$ cat config.mk
export PLATFORM = sky130hd
export DESIGN_NAME = key_press_repeat_events_top
export DESIGN_NICKNAME = d
export VERILOG_FILES = /design/src/hw/rtl/kpr_pkg.sv /design/src/hw/rtl/key_press_repeat_events_top.sv
export SDC_FILE = /design/constraint.sdc
export NUM_CORES = 1
export LEC_CHECK = 0
export BUFFER_PORTS_ARGS = -buffer_cell sky130_fd_sc_hd__buf_2
export CORE_MARGIN = 5
export CORE_UTILIZATION = 49
export CTS_CLUSTER_DIAMETER = 100
export DETAILED_ROUTE_END_ITERATION = 8
export PLACE_DENSITY = 0.81
export REMOVE_ABC_BUFFERS = 1
export SYNTH_ARGS = -nofsm -noshare
export SYNTH_HDL_FRONTEND = slang
export SYNTH_SLANG_ARGS = --single-unit
$ cat constraint.sdc
create_clock -name clk -period 4.95 [get_ports clk]
set_input_delay 0.99 -clock clk [delete_from_list [all_inputs] [get_ports clk]]
set_output_delay 0.99 -clock clk [all_outputs]
set_load 0.1 [all_outputs]
$ cat src/hw/rtl/kpr_pkg.sv
`default_nettype none

package kpr_pkg;

	localparam int DefaultPortWidth = 16;
	localparam int KeyWidth = 16;
	localparam int CountWidth = 10;
	localparam int StepWidth = 8;
	localparam int CfgIndexWidth = 8;
	localparam int CfgDataWidth = 16;

	localparam logic [KeyWidth-1:0] KeyMaskReset = 16'hFFFF;
	localparam logic [CountWidth-1:0] RepeatInitialReset = 10'd600;
	localparam logic [CountWidth-1:0] RepeatFloorReset = 10'd5;
	localparam logic [StepWidth-1:0] RepeatStepReset = 8'd10;

	localparam logic [CfgIndexWidth-1:0] RegKeyMask = 8'd0;
	localparam logic [CfgIndexWidth-1:0] RegRepeatInitial = 8'd1;
	localparam logic [CfgIndexWidth-1:0] RegRepeatFloor = 8'd2;
	localparam logic [CfgIndexWidth-1:0] RegRepeatStep = 8'd3;

	typedef enum logic [1:0] {
		EV_NONE,
		EV_DOWN,
		EV_REPEAT,
		EV_UP
	} event_t;

	typedef enum logic [1:0] {
		ST_IDLE,
		ST_EVENT,
		ST_HELD
	} status_t;

endpackage

`default_nettype wire

$ cat src/hw/rtl/key_press_repeat_events_top.sv
// Key scanner with debounce confirmation and accelerating auto-repeat.
// Input channel s_axis: one beat per scan carries two samples of an active-low
// key port, the first taken at the start of the scan and the second after the
// debounce delay. A key is pressed when both samples show a masked bit low.
// Output channel m_axis: one beat per scan carries the status and event code
// in tuser and the masked key value in tdata.
// Configuration channel cfg: writes key_mask, repeat_initial, repeat_floor and
// repeat_step by index; it is always ready and should be used while idle.
// Each output beat appears in the cycle after its input beat. Unless the output
// stalls, one scan is accepted every cycle; the state update and the output
// register sit behind a single stage of logic with one 10-bit decrement and one
// add and compare. When the receiver stalls, the output beat holds and
// s_axis_tready follows m_axis_tready, so no beat is lost or repeated.
// Reset clears the event state to none, loads both the countdown and the
// repeat period with 600, clears the held value and restores the register
// defaults; the output channel comes up empty.
`default_nettype none

module key_press_repeat_events_top #(
	parameter int PORT_WIDTH = kpr_pkg::DefaultPortWidth
) (
	input  wire logic                              clk,
	input  wire logic                              arst_n,
	input  wire logic                              s_axis_tvalid,
	output logic                                   s_axis_tready,
	input  wire logic [31:0]                       s_axis_tdata,  // first_sample, confirm_sample
	output logic                                   m_axis_tvalid,
	input  wire logic                              m_axis_tready,
	output logic [15:0]                            m_axis_tdata,  // key_value
	output logic [3:0]                             m_axis_tuser,  // status, event_res
	input  wire logic                              cfg_valid,
	output logic                                   cfg_ready,
	input  wire logic [kpr_pkg::CfgIndexWidth-1:0] cfg_index,
	input  wire logic [kpr_pkg::CfgDataWidth-1:0]  cfg_data
);
	import kpr_pkg::*;

	localparam int KeyBits = (PORT_WIDTH < KeyWidth) ? PORT_WIDTH : KeyWidth;
	localparam logic [KeyWidth-1:0] PortMask = KeyWidth'((33'd1 << KeyBits) - 33'd1);

	logic [KeyWidth-1:0]   key_mask_q;
	logic [CountWidth-1:0] repeat_initial_q;
	logic [CountWidth-1:0] repeat_floor_q;
	logic [StepWidth-1:0]  repeat_step_q;

	event_t                event_state_q, event_state_n;
	logic [CountWidth-1:0] hold_countdown_q, hold_countdown_n;
	logic [CountWidth-1:0] repeat_period_q, repeat_period_n;
	logic [KeyWidth-1:0]   held_value_q, held_value_n;

	status_t               status_q, status_n;
	event_t                event_res_q, event_res_n;
	logic [KeyWidth-1:0]   key_value_q, key_value_n;
	logic                  out_valid_q;

	logic                  in_accept;
	logic [KeyWidth-1:0]   keys;
	logic [KeyWidth-1:0]   first_sample;
	logic [KeyWidth-1:0]   confirm_sample;
	logic                  pressed;
	logic [CountWidth-1:0] count_dec;
	logic [CountWidth:0]   floor_plus_step;

	assign cfg_ready = 1'b1;
	assign s_axis_tready = !out_valid_q || m_axis_tready;
	assign in_accept = s_axis_tvalid && s_axis_tready;

	assign keys = key_mask_q & PortMask;
	assign first_sample = s_axis_tdata[15:0] & PortMask;
	assign confirm_sample = s_axis_tdata[31:16] & PortMask;
	assign pressed = ((first_sample & keys) != keys) && ((confirm_sample & keys) != keys);
	assign count_dec = hold_countdown_q - 10'd1;
	assign floor_plus_step = {1'b0, repeat_floor_q} + (CountWidth+1)'(repeat_step_q);

	always_comb begin
		event_state_n = event_state_q;
		hold_countdown_n = hold_countdown_q;
		repeat_period_n = repeat_period_q;
		held_value_n = held_value_q;
		status_n = ST_IDLE;
		event_res_n = EV_NONE;
		key_value_n = '0;
		if (pressed) begin
			held_value_n = confirm_sample & keys;
			key_value_n = confirm_sample & keys;
			if (event_state_q inside {EV_NONE, EV_UP}) begin
				event_state_n = EV_DOWN;
				hold_countdown_n = repeat_initial_q;
				repeat_period_n = repeat_initial_q;
				status_n = ST_EVENT;
				event_res_n = EV_DOWN;
			end else if (count_dec == '0) begin
				if ({1'b0, repeat_period_q} <= floor_plus_step) begin
					repeat_period_n = repeat_floor_q;
				end else begin
					repeat_period_n = repeat_period_q - CountWidth'(repeat_step_q);
				end
				hold_countdown_n = repeat_period_n;
				event_state_n = EV_REPEAT;
				status_n = ST_EVENT;
				event_res_n = EV_REPEAT;
			end else begin
				hold_countdown_n = count_dec;
				status_n = ST_HELD;
				event_res_n = event_state_q;
			end
		end else if (event_state_q inside {EV_DOWN, EV_REPEAT}) begin
			event_state_n = EV_UP;
			hold_countdown_n = repeat_initial_q;
			status_n = ST_EVENT;
			event_res_n = EV_UP;
			key_value_n = held_value_q;
		end else begin
			held_value_n = '0;
			event_state_n = EV_NONE;
			hold_countdown_n = repeat_initial_q;
		end
	end

	always_ff @(posedge clk or negedge arst_n) begin
		if (!arst_n) begin
			key_mask_q <= KeyMaskReset;
			repeat_initial_q <= RepeatInitialReset;
			repeat_floor_q <= RepeatFloorReset;
			repeat_step_q <= RepeatStepReset;
		end else if (cfg_valid && cfg_ready) begin
			case (cfg_index)
				RegKeyMask: key_mask_q <= cfg_data[KeyWidth-1:0];
				RegRepeatInitial: repeat_initial_q <= cfg_data[CountWidth-1:0];
				RegRepeatFloor: repeat_floor_q <= cfg_data[CountWidth-1:0];
				RegRepeatStep: repeat_step_q <= cfg_data[StepWidth-1:0];
				default: ;
			endcase
		end
	end

	always_ff @(posedge clk or negedge arst_n) begin
		if (!arst_n) begin
			event_state_q <= EV_NONE;
			hold_countdown_q <= RepeatInitialReset;
			repeat_period_q <= RepeatInitialReset;
			held_value_q <= '0;
			out_valid_q <= 1'b0;
		end else begin
			if (in_accept) begin
				event_state_q <= event_state_n;
				hold_countdown_q <= hold_countdown_n;
				repeat_period_q <= repeat_period_n;
				held_value_q <= held_value_n;
				out_valid_q <= 1'b1;
			end else if (m_axis_tready) begin
				out_valid_q <= 1'b0;
			end
		end
	end

	always_ff @(posedge clk) begin
		if (in_accept) begin
			status_q <= status_n;
			event_res_q <= event_res_n;
			key_value_q <= key_value_n;
		end
	end

	assign m_axis_tvalid = out_valid_q;
	assign m_axis_tdata = key_value_q;
	assign m_axis_tuser = {event_res_q, status_q};

	a_idle_is_empty: assert property (@(posedge clk) disable iff (!arst_n)
		out_valid_q && status_q == ST_IDLE |-> event_res_q == EV_NONE && key_value_q == '0)
		else $error("idle result carries an event or a key value");

	a_held_kind: assert property (@(posedge clk) disable iff (!arst_n)
		out_valid_q && status_q == ST_HELD |->
			event_res_q == EV_DOWN || event_res_q == EV_REPEAT)
		else $error("held result without a down or repeat event");

	a_no_repeat_from_idle: assert property (@(posedge clk) disable iff (!arst_n)
		in_accept && (event_state_q == EV_NONE || event_state_q == EV_UP) |=>
			event_state_q != EV_REPEAT)
		else $error("repeat entered without a prior press");

	a_stall_only: assert property (@(posedge clk) disable iff (!arst_n)
		!s_axis_tready |-> out_valid_q && !m_axis_tready)
		else $error("input blocked while output can move");

endmodule

`default_nettype wire
# Word-level counts from Yosys, hierarchy flattened

Index checks and enable logic that the tools add are counted.

Add/sub/neg operators: 3
Order comparisons: 1
Eq/ne operators: 8
Muxes and demuxes: 18
Bitwise operators: 2
Reductions and logical operators: 16

Operator list:

| cell                    | count |
|---|---|
| $mux W10                | 6 |
| $and A16 B16 Y16        | 2 |
| $mux W16                | 2 |
| $ne A16 B16 Y1          | 2 |
| $eq A8 B2 Y1 const B    | 2 |
| $mux W2                 | 7 |
| $add A10 B8 Y11         | 1 |
| $le A10 B11 Y1          | 1 |
| $logic_not A10 Y1       | 1 |
| $sub A10 B1 Y10 const B | 1 |
| $sub A10 B8 Y10         | 1 |
| $eq A8 B1 Y1 const B    | 1 |
| $logic_not A8 Y1        | 1 |
| $reduce_and A2 Y1       | 4 |
| $reduce_bool A2 Y1      | 4 |
| $eq A2 B2 Y1 const B    | 2 |
| $mux W1                 | 3 |
| $reduce_and A3 Y1       | 1 |
| $eq A2 B1 Y1 const B    | 1 |
| $logic_and A1 B1 Y1     | 2 |
| $logic_not A2 Y1        | 1 |
| $logic_not A1 Y1        | 1 |
| $logic_or A1 B1 Y1      | 1 |

Flip-flop bits (word level): 103
Input port bits: 61
Output and inout port bits: 23
Word-level logic and storage cells: 60

# Logic depth before layout (Yosys ltp)

Depth after elaboration: 6
Gate-level depth with buffers: 19
Gate-level depth less buffers: 18

# Least setup slack after synthesis

Ideal clock, no wire load.

Path type: input to register
From: input port m_axis_tready
To: register event_res_q[0], enable pin
Library setup time: 392 ps
Data arrival time: 3266 ps
Data required time: 4558 ps
Slack: 1292 ps
Stages on the path: 5
Path buffers: 2
Cell sequence: nand2b_1 > nand2_1 > inv_1 > clkbuf_1 > buf_1

Cells in the longest elaborated chain, start to end: 2

RTL lines:

| item                   | line                               | source |
|---|---|---|
| start: declaration     | key_press_repeat_events_top.sv:28  | `input wire logic m_axis_tready,` |
| $logic_or A1 B1 Y1     | key_press_repeat_events_top.sv:65  | `assign s_axis_tready = !out_valid_q \|\| m_axis_tready;` |
| $logic_and A1 B1 Y1    | key_press_repeat_events_top.sv:66  | `assign in_accept = s_axis_tvalid && s_axis_tready;` |
| via in_accept          | key_press_repeat_events_top.sv:56  | `logic in_accept;` |
| end signal: assignment | key_press_repeat_events_top.sv:160 | `event_res_q <= event_res_n;` |
| end: declaration       | key_press_repeat_events_top.sv:52  | `event_t event_res_q, event_res_n;` |

The timed path passes the listed nets, and every way through them passes these cells.
A chain may end at the register's enable or synchronous reset.

# Final worst setup path

From: register repeat_step_q[1]
To: register repeat_period_q[1]

Cells in the longest elaborated chain, start to end: 5
Elaborated cells between the ends (all ways): 6
Classes of those cells: add/sub: 2; order compare: 1; mux: 3

RTL lines:

| item                     | line                               | source |
|---|---|---|
| start: declaration       | key_press_repeat_events_top.sv:44  | `logic [StepWidth-1:0] repeat_step_q;` |
| start signal: assignment | key_press_repeat_events_top.sv:125 | `repeat_step_q <= RepeatStepReset;` |
| start signal: assignment | key_press_repeat_events_top.sv:131 | `RegRepeatStep: repeat_step_q <= cfg_data[StepWidth-1:0];` |
| $add A10 B8 Y11          | key_press_repeat_events_top.sv:73  | `assign floor_plus_step = {1'b0, repeat_floor_q} + (CountWidth+1)'(repeat_step_q);` |
| $le A10 B11 Y1           | key_press_repeat_events_top.sv:93  | `if ({1'b0, repeat_period_q} <= floor_plus_step) begin` |
| $mux W10 (*)             | key_press_repeat_events_top.sv:93  |  |
| $mux W10 (*)             | key_press_repeat_events_top.sv:92  | `end else if (count_dec == '0) begin` |
| $mux W10 (*)             | key_press_repeat_events_top.sv:86  | `if (event_state_q inside {EV_NONE, EV_UP}) begin` |
| end signal: assignment   | key_press_repeat_events_top.sv:141 | `repeat_period_q <= RepeatInitialReset;` |
| end signal: assignment   | key_press_repeat_events_top.sv:148 | `repeat_period_q <= repeat_period_n;` |
| end: declaration         | key_press_repeat_events_top.sv:48  | `logic [CountWidth-1:0] repeat_period_q, repeat_period_n;` |

Every way passes the cells marked *; elsewhere a longest branch is shown, timed or not. The select of a mux whose other input is x is not followed.

==> results by group <==
Pwr
  • Maximum VDD drop: 0.196 mV
  • Pleak: 3.11 nW
  • PwrDens: 440 nW/um^2
  • Power Total: 0.00306 W

Floorplanning
  • Chip Width: 122 um
  • Core ar.: 12100 um^2
  • Io pins: 84
  • Die height: 122 um
  • Die area: 14800 um^2
  • Starting Density: 0.505
  • Row cnt: 40

Clock tree
  • Clock Sinks: 103
  • Clock Tree Root: clkbuf_16
  • Worst skew pair latency: 0.36 ns
  • Post_cts resized: 0
  • CTS tree: done
  • Reg clk slew, reported paths: 0.07 ns
  • Max Buffers Root-to-Sink: 2
  • CTS Hold Buffers Added: 0
  • H-tree Lvls: 3
  • Postcts setup bufs: 0
  • Cts bufs inserted: 9

Layout
  • # diodes: 0
  • # nets final: 762
  • Area taken by flip-flops and latches: 2720 um^2
  • Multi-input logic area: 3160 um^2
  • Area growth syn-to-layout: 13.8%
  • Layout cell share with drive strength beyond 1: 0.302
  • Layout fillers: 1032

Synthesis
  • Post-synthesis sequential element count: 103
  • Synth unique cells: 71
  • Synthesized area per cell: 10.2 um^2
  • Ys flop type: dfrtp_1
  • Top cells by area, synth: dfrtp_1, dfstp_2, edfxtp_1, mux2_2, ha_1
  • Post-synth ARST share: 0.806
  • Cell Area, Synth: 6110 um^2
  • Post-synthesis sequential area ratio: 0.445
  • Cells after Synth: 598
  • Synth top area share: 0.209
  • Yosys warnings: 0
  • Post-synth EDFFs: 20
  • Area leader, netlist: dfrtp_1

Worst hold path
  • Hold wc startpoint: held_value_q[5]$_DFFE_PN0P_
  • Hold crit path type: flop to flop
  • Hold EP: held_value_q[5]$_DFFE_PN0P_
  • Hold depth: 2

Worst setup path
  • Reg2Reg Setup Slack: 0.73 ns
  • Most frequent CP cell: a21oi_1
  • CP delay by family, top: compound AO/OA/AOI/OAI gates
  • Worst Path Max Fanout: 11
  • Crit. End Element: flop
  • Worst path required time: 5.25 ns
  • CP Class: flop to flop
  • R2R cell count: 18
  • Worst R2R Start: repeat_step_q[1]$_DFFE_PN1P_
  • Crit path launch type: flop
  • Cell Chain, Critical Path: ha_1, a21o_1, a21oi_1, o21bai_1, a21o_1, a21oi_1, o21ai_0, a21oi_1, a31oi_1, ha_1, nand3_1, nor3_1, a21oi_1, o31ai_2, a31oi_4, mux2_2, a211oi_1, a21o_1
  • R2R Path End: repeat_period_q[1]$_DFFE_PN0P_
  • Buf/Inv on CP: 0
  • CP max-delay cell: dfstp_2
  • Worst Path Arrival: 4.52 ns
  • CP max stage delay: 0.57 ns

STA
  • Setup TNS: 0 ns
  • Setup Viol. Count Final: 0
  • Final Hold Fails: 0
  • Worst hold slack: 0.483 ns
  • Fin. max-slew vios: 0
  • Relative slew margins: 0.276
  • Setup Skew: 0.00896 ns
  • Worst-Margin Slew: 1.09 ns
  • Fmax: 0.237 GHz
  • RSZ-0062 raised after global routing: false
  • Tmin final: 4.22 ns
  • Period utilisation layout: 0.853

Placed design
  • Detail Placement HPWL: 11000 um
  • GPL Wtd Cong: 0.943
  • Buffers on Ports: 82

Global route
  • Initial antenna violation count: 0
  • Largest net degree at the start of global routing: 84
  • Number of global-route vias before repair: 5073
  • Aggregate global-route resource usage: 0.210
  • First-pass GRT wire length: 24800 um
  • Total gr overflow: 0

Drt
  • Iteration-0 DRC Markers: 345
  • DRC Markers: 0
  • Drt wl/cell: 17.8 um
  • Final wirelength: 15000 um
  • ANT nets after route: 0
  • Vias: 4878
  • TritonRoute pass-1 iters: 5
  • Via/cell ratio: 5.78

Run
  • Max cap viols: 0

Outcome
  • Status: finished, final reports clean
-- synth_stat cells (3+ instances only) --
cell type and n:
nand2_1 89, dfrtp_1 51, mux2_2 44, dfstp_2 32, nor2b_1 31, o21ai_0 31, ha_1 28, inv_1 28
nand3_1 26, a21oi_1 25, nor2_1 23, edfxtp_1 20, clkbuf_1 12, mux2i_1 12, xnor2_1 10, a21o_1 9
a2111oi_0 8, o211ai_1 8, a211oi_1 7, o21a_1 6, nand2b_1 5, nand4_1 5, buf_2 4, buf_6 4
o2111ai_1 4, o21ai_1 4, xor2_1 4, a31oi_1 3, mux2_1 3, nand3b_1 3, nor3_1 3, nor3_4 3
nor4_1 3, o21bai_1 3, or2_2 3
-- cell type report --
class                   count  share of cell area
clock buffers              10              0.0344
clock inverters             6              0.0110
inverters                  29              0.0156
multi-input cells         442               0.454
flip-flops and latches    103               0.391
well taps                 168              0.0302
repair buffers             86              0.0637
-- worst reg2reg max path: cells and delay by family (launching register included) --
family / cells / cell delay, ns
adders and majority gates: 2 / 0.55
muxes: 1 / 0.41
DFF: 1 / 0.57
and+or+nand+nor: 2 / 0.22
AOI/OAI and AO/OA: 13 / 2.41
-- worst max path at each step --
stage / start / end / slack [ns] / cells past startpoint
floorplan: m_axis_tready / hold_countdown_q[2]$_DFFE_PN0P_ / 0.76 / 7
global placement: repeat_step_q[1]$_DFFE_PN1P_ / repeat_period_q[1]$_DFFE_PN0P_ / 1.04 / 18
detailed placement: repeat_step_q[1]$_DFFE_PN1P_ / repeat_period_q[1]$_DFFE_PN0P_ / 0.85 / 18
CTS: repeat_step_q[1]$_DFFE_PN1P_ / repeat_period_q[1]$_DFFE_PN0P_ / 0.77 / 18
global route: repeat_step_q[1]$_DFFE_PN1P_ / repeat_period_q[1]$_DFFE_PN0P_ / 0.42 / 18
finish: repeat_step_q[1]$_DFFE_PN1P_ / repeat_period_q[1]$_DFFE_PN0P_ / 0.73 / 18
-- layout by cell type, fill, tap and decap left out, drive strengths merged, types with 12 or more instances in the layout --
cell	netlist	routed
a21oi	25	25
ha	28	28
o21ai	36	36
mux2	47	47
dfrtp	51	51
inv	29	31
dfstp	32	32
nand3	27	27
nand2	89	89
buf	12	86
nor2	24	24
mux2i	12	12
edfxtp	20	20
nor2b	32	32
-- power breakdown --
part	leakage [nW]	internal, W	switching [W]
Clock	0.149	0.000414	0.000338
Sequential	1.23	0.000975	0.000110
Combinational	1.74	0.000439	0.000784
-- metrics by stage --
stage | setup WS (ns) | util | instance area (um^2) | std cells
2_1_floorplan | 0.762 | - | 5980 | 574
6_report | 0.727 | 0.574 | 6960 | 844
3_5_place_dp | 0.849 | 0.548 | 6640 | 828
5_1_grt | 0.421 | 0.574 | 6960 | 844
3_3_place_gp | 1.04 | 0.548 | 6640 | 828
4_1_cts | 0.775 | 0.574 | 6960 | 844
-- state kept, by name, indices dropped and copies added (netlist names) --
signal / cells
event_state_q: 2
m_axis_tdata: 16
status_q: 2
repeat_initial_q: 10
repeat_period_q: 10
m_axis_tvalid: 1
repeat_floor_q: 10
hold_countdown_q: 10
event_res_q: 2
key_mask_q: 16
repeat_step_q: 8
held_value_q: 16
-- kinds of logic after synthesis --
group,share of synthesized area
mux,0.106
flops,0.445
other cells,0.000613
simple gates,0.178
compound gates,0.145
fa+ha+maj,0.0639
xor+xnor,0.0227
buf+inv,0.0395
-- layer usage --
layer / wire (um) / GRT usage
met2: 7500 / 0.349
met1: 6320 / 0.273
met3: 662 / 0.0214
met4: 503 / 0.105
met5: 0 / 0
Power figures use the tool's default switching activity.
